[config.mk]
export PLATFORM = sky130hd
export DESIGN_NAME = uart_receiver_with_timeouts_core
export DESIGN_NICKNAME = d
export VERILOG_FILES = /design/src/rtl/core/uartrxt_pkg.sv /design/src/rtl/core/uartrxt_ctrl.sv /design/src/rtl/core/uart_receiver_with_timeouts_core.sv
export SDC_FILE = /design/constraint.sdc
export NUM_CORES = 1
export LEC_CHECK = 0
export ABC_CLOCK_PERIOD_IN_PS = 7700
export BUFFER_PORTS_ARGS = -buffer_cell sky130_fd_sc_hd__buf_2
export CELL_PAD_IN_SITES_DETAIL_PLACEMENT = 0
export CELL_PAD_IN_SITES_GLOBAL_PLACEMENT = 1
export CORE_ASPECT_RATIO = 2
export CORE_MARGIN = 4
export CORE_UTILIZATION = 26
export DETAILED_ROUTE_END_ITERATION = 10
export PLACE_DENSITY = 0.55
export RECOVER_POWER = 50
export SYNTH_ARGS = -nofsm -noshare
export SYNTH_HDL_FRONTEND = slang
export SYNTH_SLANG_ARGS = --single-unit
[constraint.sdc]
create_clock -name i_clk -period 7.7 [get_ports i_clk]
set_input_delay 0.77 -clock i_clk [delete_from_list [all_inputs] [get_ports i_clk]]
set_output_delay 0.77 -clock i_clk [all_outputs]
set_load 0.005 [all_outputs]
[src/rtl/core/uartrxt_pkg.sv]
// shared types, register indexes and constants of the uart receiver with timeouts
package uartrxt_pkg;

    localparam int unsigned CFG_W       = 16;
    localparam int unsigned CFG_IDX_W   = 3;
    localparam int unsigned DATA_W      = 8;
    localparam int unsigned STATUS_W    = 2;
    localparam int unsigned BIT_IDX_W   = 4;
    localparam int unsigned DATA_BITS_DEF = 8;
    // bit positions at or above this index are sampled but not stored
    localparam int unsigned STORE_MAX   = 8;

    // configuration register indexes
    localparam logic [CFG_IDX_W-1:0] CFG_BIT_PERIOD     = 3'd0;
    localparam logic [CFG_IDX_W-1:0] CFG_START_OFFSET   = 3'd1;
    localparam logic [CFG_IDX_W-1:0] CFG_START_TIMEOUT  = 3'd2;
    localparam logic [CFG_IDX_W-1:0] CFG_STOP_TIMEOUT   = 3'd3;
    localparam logic [CFG_IDX_W-1:0] CFG_SENSE_INVERTED = 3'd4;

    // reset values of the configuration registers
    localparam logic [CFG_W-1:0] RST_BIT_PERIOD    = 16'd16;
    localparam logic [CFG_W-1:0] RST_START_OFFSET  = 16'd8;
    localparam logic [CFG_W-1:0] RST_START_TIMEOUT = 16'd250;
    localparam logic [CFG_W-1:0] RST_STOP_TIMEOUT  = 16'd100;
    localparam logic             RST_SENSE_INV     = 1'b1;

    typedef enum logic [1:0] {
        PH_WAIT_START = 2'd0,
        PH_OFFSET     = 2'd1,
        PH_DATA       = 2'd2,
        PH_STOP       = 2'd3
    } t_phase;

    typedef enum logic [STATUS_W-1:0] {
        ST_BYTE          = 2'd0,
        ST_START_TIMEOUT = 2'd1,
        ST_STOP_TIMEOUT  = 2'd2
    } t_status;

    typedef struct packed {
        logic [CFG_W-1:0] bit_period;
        logic [CFG_W-1:0] start_offset;
        logic [CFG_W-1:0] start_timeout;
        logic [CFG_W-1:0] stop_timeout;
        logic             sense_inverted;
    } t_cfg;

    typedef struct packed {
        logic [DATA_W-1:0] data;
        t_status           status;
    } t_result;

endpackage

[src/rtl/core/uartrxt_ctrl.sv]
// receive state machine: start detection, bit timing, data shift and timeouts
module uartrxt_ctrl #(
    parameter int unsigned DATA_BITS = uartrxt_pkg::DATA_BITS_DEF
) (
    input  logic                 i_clk,
    input  logic                 i_rst_n,
    input  logic                 i_step,
    input  logic                 i_line_sense,
    input  uartrxt_pkg::t_cfg    i_cfg,
    output logic                 o_res_valid,
    output uartrxt_pkg::t_result o_res
);
    import uartrxt_pkg::*;

    localparam int unsigned SHIFT_W = (DATA_BITS < STORE_MAX) ? DATA_BITS : STORE_MAX;
    localparam logic [BIT_IDX_W-1:0] LAST_IDX  = BIT_IDX_W'(DATA_BITS);
    localparam logic [BIT_IDX_W-1:0] STORE_LIM = BIT_IDX_W'(STORE_MAX);

    t_phase               r_phase, n_phase;
    logic [CFG_W-1:0]     r_tick, n_tick;
    logic [CFG_W-1:0]     r_wait, n_wait;
    logic [BIT_IDX_W-1:0] r_bit_idx, n_bit_idx;
    logic [SHIFT_W-1:0]   r_shift, n_shift;

    logic                 w_level;
    logic [CFG_W:0]       w_tick_inc;
    logic [CFG_W:0]       w_wait_inc;
    logic [BIT_IDX_W-1:0] w_bit_inc;
    logic                 w_period_done;
    logic                 w_offset_done;
    logic                 w_start_to;
    logic                 w_stop_to;
    logic                 w_res_valid;

    // level 1 is mark, level 0 is space
    assign w_level       = i_line_sense ^ i_cfg.sense_inverted;
    assign w_tick_inc    = {1'b0, r_tick} + 17'd1;
    assign w_wait_inc    = {1'b0, r_wait} + 17'd1;
    assign w_bit_inc     = r_bit_idx + 4'd1;
    assign w_period_done = !(w_tick_inc < {1'b0, i_cfg.bit_period});
    assign w_offset_done = w_tick_inc >= {1'b0, i_cfg.start_offset};
    assign w_start_to    = w_wait_inc > {1'b0, i_cfg.start_timeout};
    assign w_stop_to     = w_wait_inc > {1'b0, i_cfg.stop_timeout};

    // next phase
    always_comb begin
        n_phase = r_phase;
        unique case (r_phase)
            PH_WAIT_START: begin
                if (!w_level) begin
                    n_phase = (i_cfg.start_offset == '0) ? PH_DATA : PH_OFFSET;
                end
            end
            PH_OFFSET: begin
                if (w_offset_done) begin
                    n_phase = PH_DATA;
                end
            end
            PH_DATA: begin
                if (w_period_done && (w_bit_inc >= LAST_IDX)) begin
                    n_phase = PH_STOP;
                end
            end
            PH_STOP: begin
                if (w_level || w_stop_to) begin
                    n_phase = PH_WAIT_START;
                end
            end
            default: n_phase = PH_WAIT_START;
        endcase
    end

    // counters, shift register and result
    always_comb begin
        n_tick      = r_tick;
        n_wait      = r_wait;
        n_bit_idx   = r_bit_idx;
        n_shift     = r_shift;
        w_res_valid = 1'b0;
        o_res       = '{data: '0, status: ST_BYTE};
        unique case (r_phase)
            PH_WAIT_START: begin
                if (!w_level) begin
                    n_tick    = '0;
                    n_wait    = '0;
                    n_bit_idx = '0;
                    n_shift   = '0;
                end else if (w_start_to) begin
                    n_wait       = '0;
                    w_res_valid  = 1'b1;
                    o_res.status = ST_START_TIMEOUT;
                end else begin
                    n_wait = w_wait_inc[CFG_W-1:0];
                end
            end
            PH_OFFSET: begin
                n_tick = w_offset_done ? '0 : w_tick_inc[CFG_W-1:0];
            end
            PH_DATA: begin
                if (!w_period_done) begin
                    n_tick = w_tick_inc[CFG_W-1:0];
                end else begin
                    n_tick = '0;
                    if (r_bit_idx < STORE_LIM) begin
                        n_shift = {w_level, r_shift[SHIFT_W-1:1]};
                    end
                    if (w_bit_inc >= LAST_IDX) begin
                        n_bit_idx = '0;
                        n_wait    = '0;
                    end else begin
                        n_bit_idx = w_bit_inc;
                    end
                end
            end
            PH_STOP: begin
                if (w_level) begin
                    n_wait      = '0;
                    w_res_valid = 1'b1;
                    o_res.data  = DATA_W'(r_shift);
                end else if (w_stop_to) begin
                    n_wait       = '0;
                    w_res_valid  = 1'b1;
                    o_res.status = ST_STOP_TIMEOUT;
                end else begin
                    n_wait = w_wait_inc[CFG_W-1:0];
                end
            end
            default: n_wait = r_wait;
        endcase
    end

    assign o_res_valid = i_step && w_res_valid;

    always_ff @(posedge i_clk) begin
        if (!i_rst_n) begin
            r_phase   <= PH_WAIT_START;
            r_tick    <= '0;
            r_wait    <= '0;
            r_bit_idx <= '0;
            r_shift   <= '0;
        end else if (i_step) begin
            r_phase   <= n_phase;
            r_tick    <= n_tick;
            r_wait    <= n_wait;
            r_bit_idx <= n_bit_idx;
            r_shift   <= n_shift;
        end
    end

    a_bit_idx_range: assert property (@(posedge i_clk) disable iff (!i_rst_n)
        r_bit_idx < LAST_IDX)
        else $error("bit index beyond data bit count");

    a_bit_idx_phase: assert property (@(posedge i_clk) disable iff (!i_rst_n)
        (r_bit_idx != '0) |-> (r_phase == PH_DATA))
        else $error("bit index running outside data phase");

    a_byte_from_stop: assert property (@(posedge i_clk) disable iff (!i_rst_n)
        (o_res_valid && (o_res.status == ST_BYTE)) |-> (r_phase == PH_STOP))
        else $error("byte emitted outside stop phase");

endmodule

[src/rtl/core/uart_receiver_with_timeouts_core.sv]
// top level of the uart receiver with start and stop timeouts
//
// one line sample (i_line_sense) is taken per accepted word, one word per clock when
// the result side keeps up. a start bit is a space level; after it the receiver waits
// start_offset ticks, then samples DATA_BITS data bits lsb first, one every bit_period
// ticks (zero acts as one), then waits for the mark level of the stop bit. each word
// yields at most one result: a byte (status 0), a start timeout (status 1) when the
// idle count passes start_timeout, or a stop timeout (status 2) when the wait for the
// stop level passes stop_timeout. sense_inverted (reset 1) flips the line polarity.
// a word waits in the input register until the state machine steps on it; the state
// machine and the result register update on that step. the result register has a
// skid entry behind it, so samples keep flowing while a result waits; o_stall only
// rises when both the result and the skid entry are full and a sample is pending.
// configuration is written through i_cfg_we / i_cfg_idx / i_cfg_data; the user must
// write it only while the receiver is idle, which the block itself does not enforce;
// writes to indexes beyond the register list are ignored
module uart_receiver_with_timeouts_core #(
    parameter int unsigned DATA_BITS = uartrxt_pkg::DATA_BITS_DEF
) (
    input  logic                             i_clk,
    input  logic                             i_rst_n,
    // configuration write port
    input  logic                             i_cfg_we,
    input  logic [uartrxt_pkg::CFG_IDX_W-1:0] i_cfg_idx,
    input  logic [uartrxt_pkg::CFG_W-1:0]    i_cfg_data,
    // sample words in
    input  logic                             i_valid,
    output logic                             o_stall,
    input  logic                             i_line_sense,
    // result words out
    output logic                             o_valid,
    input  logic                             i_stall,
    output logic [uartrxt_pkg::DATA_W-1:0]   o_rx_data,
    output logic [uartrxt_pkg::STATUS_W-1:0] o_rx_status
);
    import uartrxt_pkg::*;

    t_cfg    r_cfg;
    logic    r_in_valid;
    logic    r_in_sense;
    logic    r_out_valid;
    t_result r_out;
    logic    r_skid_valid;
    t_result r_skid;

    logic    w_step;
    logic    w_pop;
    logic    w_res_valid;
    t_result w_res;

    // configuration registers
    always_ff @(posedge i_clk) begin
        if (!i_rst_n) begin
            r_cfg.bit_period     <= RST_BIT_PERIOD;
            r_cfg.start_offset   <= RST_START_OFFSET;
            r_cfg.start_timeout  <= RST_START_TIMEOUT;
            r_cfg.stop_timeout   <= RST_STOP_TIMEOUT;
            r_cfg.sense_inverted <= RST_SENSE_INV;
        end else if (i_cfg_we) begin
            unique case (i_cfg_idx)
                CFG_BIT_PERIOD:     r_cfg.bit_period     <= i_cfg_data;
                CFG_START_OFFSET:   r_cfg.start_offset   <= i_cfg_data;
                CFG_START_TIMEOUT:  r_cfg.start_timeout  <= i_cfg_data;
                CFG_STOP_TIMEOUT:   r_cfg.stop_timeout   <= i_cfg_data;
                CFG_SENSE_INVERTED: r_cfg.sense_inverted <= i_cfg_data[0];
                default:            r_cfg.bit_period     <= r_cfg.bit_period;
            endcase
        end
    end

    // the pending sample moves on whenever the skid entry is free, so a result
    // always has a slot to land in
    assign w_step  = r_in_valid && !r_skid_valid;
    assign o_stall = r_in_valid && r_skid_valid;
    assign w_pop   = r_out_valid && !i_stall;

    // input register
    always_ff @(posedge i_clk) begin
        if (!i_rst_n) begin
            r_in_valid <= 1'b0;
        end else if (!o_stall) begin
            r_in_valid <= i_valid;
        end
        if (i_valid && !o_stall) begin
            r_in_sense <= i_line_sense;
        end
    end

    uartrxt_ctrl #(
        .DATA_BITS (DATA_BITS)
    ) u_ctrl (
        .i_clk        (i_clk),
        .i_rst_n      (i_rst_n),
        .i_step       (w_step),
        .i_line_sense (r_in_sense),
        .i_cfg        (r_cfg),
        .o_res_valid  (w_res_valid),
        .o_res        (w_res)
    );

    // result register with skid entry; a new result never arrives while the skid is full
    always_ff @(posedge i_clk) begin
        if (!i_rst_n) begin
            r_out_valid  <= 1'b0;
            r_skid_valid <= 1'b0;
        end else if (w_pop) begin
            if (r_skid_valid) begin
                r_out        <= r_skid;
                r_skid_valid <= 1'b0;
            end else if (w_res_valid) begin
                r_out <= w_res;
            end else begin
                r_out_valid <= 1'b0;
            end
        end else if (w_res_valid) begin
            if (!r_out_valid) begin
                r_out_valid <= 1'b1;
                r_out       <= w_res;
            end else begin
                r_skid_valid <= 1'b1;
                r_skid       <= w_res;
            end
        end
    end

    assign o_valid     = r_out_valid;
    assign o_rx_data   = r_out.data;
    assign o_rx_status = r_out.status;

    a_skid_behind_out: assert property (@(posedge i_clk) disable iff (!i_rst_n)
        r_skid_valid |-> r_out_valid)
        else $error("skid entry full with empty result register");

    a_no_result_into_full: assert property (@(posedge i_clk) disable iff (!i_rst_n)
        r_skid_valid |-> !w_res_valid)
        else $error("result produced with no free slot");

    a_skid_moves_up: assert property (@(posedge i_clk) disable iff (!i_rst_n)
        (r_skid_valid && w_pop) |=> (r_out_valid && (r_out == $past(r_skid))))
        else $error("skid entry lost on pop");

endmodule

==> out/metrics.cfg <==
[run_status]
status=finished with violations
violations=capacitance limit, slew limit

[pwr]
power_switching_mw=0.464
sequentialPowerShare=0.442
p_sw_frac=0.282
combPwrFrac=0.062
cell_internal_pwr_mw=1.18
power.share.clock=0.496
leakagePower_nw=3.47
power_density_mw_per_mm2=191
ir_drop_mv=0.112

[finish]
fin_nets=1029
drive_above_1_share=0.0888
num-fill-cells=3051
seq_area_mm2=0.00291
diodes=0
final_cell_mix=nand2_1, dfxtp_1, inv_1
mostFrequentLayoutCell=nand2_1
utilization=0.301
multi_input_area_mm2=0.00414
synthToLayoutAreaGrowth_pct=14.7

[global_route]
grt_pass1_vias=6476
grt_max_degree=76
grt_pass1_wl_mm=37.2
grt_overflow=0
grtUsageTotal=0.153
antenna_found_initial=0

[setup_path]
cpMostUsedCell=clkbuf_1
cp.buffers_inverters=3
startpoint_type=primary input
crit_arrival_ns=5.41
cp-end-kind=flip-flop
path_max_fanout=75
ff2ff_setup_slack_ns=3.25
critPathRequiredTime_ns=8.03
path_delay_family=buffers and inverters
path_cells=clkbuf_1 > inv_1 > clkbuf_1 > nor4_1 > a22o_1
worstRegToRegCells=13
cpPeakStageDelay_ns=2.77
crit_type=primary input to flip-flop
cp_num_cells=5
crit_path_top_delay_cell=clkbuf_1

[sta]
rsz0062_at_grt=no
worst_pin_slew_ns=3.93
drv_slew=76
setup_viol_count_final=0
tns_ns=0
fmax_mhz=197
skew_ns=0.0105
hold_viol=0
period_share=0.661
max-slew-margin-rel=-1.62
min_period_ns=5.09

[hold_path]
hold_depth=2
hold_class=flip-flop to flip-flop

[clock_network]
cts.sinks=135
cts_buffers=17
root_buffer=clkbuf_16
insertion_delay_ns=0.44
ctsLongestPathBuffers=2
postCtsSetupRepairBufs=0
cts_tree=built
htree_num_levels=4
hold_buffers=0
cts_resized=0
clk_pin_slew_ns=0.07

[yosys]
synthCells=909
synth_area_mm2=0.00754
synth_top_cell_by_area=dfxtp_1
synth_async_sr_flop_share=0
synth-edff-count=21
synth_top_area_share=0.303
synth.net_count=1005
synth_flop_cell=dfxtp_1
ys_ff_latch=135
synth_cell_type_count=58
yosysWarnings=0
synthTopCellsByArea=dfxtp_1, ha_1, nand2_1
seq_area_frac_synth=0.386
syn_area_per_cell_um2=8.30

[place]
port_buffers=36
post-dp-hpwl_mm=18.0
gp_congestion=0.857

[floorplan]
die_h_um=249
initial_core_util=0.262
num_io_pins=37
chipWidth_um=128
dieArea_mm2=0.0320
core-area_mm2=0.0287
fp-row-count=88

[run]
cap_violations=1

[routing]
vias_per_cell=4.86
avgRoutedWirePerCell_um=18.1
vias=6349
drtIter0Drc=231
route.detailed.drc=0
drtAntennaViolNets=0
routed_wl_mm=23.6
first_pass_iters=4

## through the flow
stage               instance area (um2)  hold slack (ns)  std cells  setup slack [ns]  power, mW
floorplan                          7540            0.432        909              2.79      0.804
global placement                   8090            0.443       1274              3.29      0.849
detailed placement                 8090            0.448       1274              3.23      0.850
CTS                                8670            0.457       1306              3.20       1.67
global route                       8650            0.469       1306              2.12       1.71
finish                             8650            0.455       1306              2.61       1.65
## cell type report
cell class / count / share of cell area
inverter: 94 / 0.0408
tap: 360 / 0.0521
clock inverter: 15 / 0.0176
multi-input combinational: 642 / 0.479
timing repair buffer: 43 / 0.0250
clock buffer: 17 / 0.0492
sequential: 135 / 0.337
## cells in the mapped netlist (all sizes together) (8+ instances only)
library cell,number
a21oi,78
nor2b,8
xnor2,18
inv,94
o211ai,18
nand4,18
dfxtp,114
mux2,10
nor2,44
ha,71
xor2,11
edfxtp,21
o31a,15
nand3,30
nand2,178
clkbuf,35
and3,18
nor3,9
o21ai,16
## path summary, 6_finish.rpt
kind | startpoint | to
max | i_rst_n | u_ctrl.r_shift[6]
max reg2reg | u_ctrl.r_wait[0] | u_ctrl.r_wait[8]
min reg2reg | r_cfg[4] | r_cfg[4]
min | r_cfg[4] | r_cfg[4]
## flip-flops by register name, summed over array words and instances, names as in the netlist
signal            count
u_ctrl.r_phase        2
o_rx_data             8
r_in_valid            1
o_rx_status           2
r_skid               10
u_ctrl.r_tick        16
r_in_sense            1
u_ctrl.r_wait        16
r_skid_valid          1
u_ctrl.r_bit_idx      4
u_ctrl.r_shift        8
o_valid               1
r_cfg                65
## power groups by stage
| stage | Combinational, mW | Clock (mW) | Sequential [mW] |
|---|---|---|---|
| floorplan | 0.0612 | 0 | 0.743 |
| global route | 0.114 | 0.861 | 0.730 |
| global placement | 0.104 | 0 | 0.745 |
| detailed placement | 0.104 | 0 | 0.745 |
| finish | 0.103 | 0.817 | 0.729 |
| CTS | 0.105 | 0.840 | 0.729 |
## cells by family (layout without fill, tap and decap cells)
logic type                 count (synthesis)  after routing  share of synthesized area
adders and majority gates                 71             71                      0.118
and+or+nand+nor                          337            337                      0.204
xor gates and xnor gates                  29             29                     0.0337
buffers and inverters                    132            169                     0.0658
muxes                                     15             15                     0.0216
DFF                                      135            135                      0.386
AOI/OAI and AO/OA                        190            190                      0.171
## tightest hold or removal path: cells and delay by family (launching register included)
family | cells | cell delay [ns]
DFF | 1 | 0.31
and+or+nand+nor | 1 | 0.05
AOI/OAI and AO/OA | 1 | 0.05
## metal layers
metal / vias up / wire [um] / global-route usage
li1: 3216 / - / -
met1: 3024 / 8510 / 0.150
met2: 70 / 13700 / 0.299
met3: 39 / 423 / 0.0202
met4: 0 / 972 / 0.0771
met5: - / 0 / 0
Note: power is estimated with default switching activity, not from simulation.
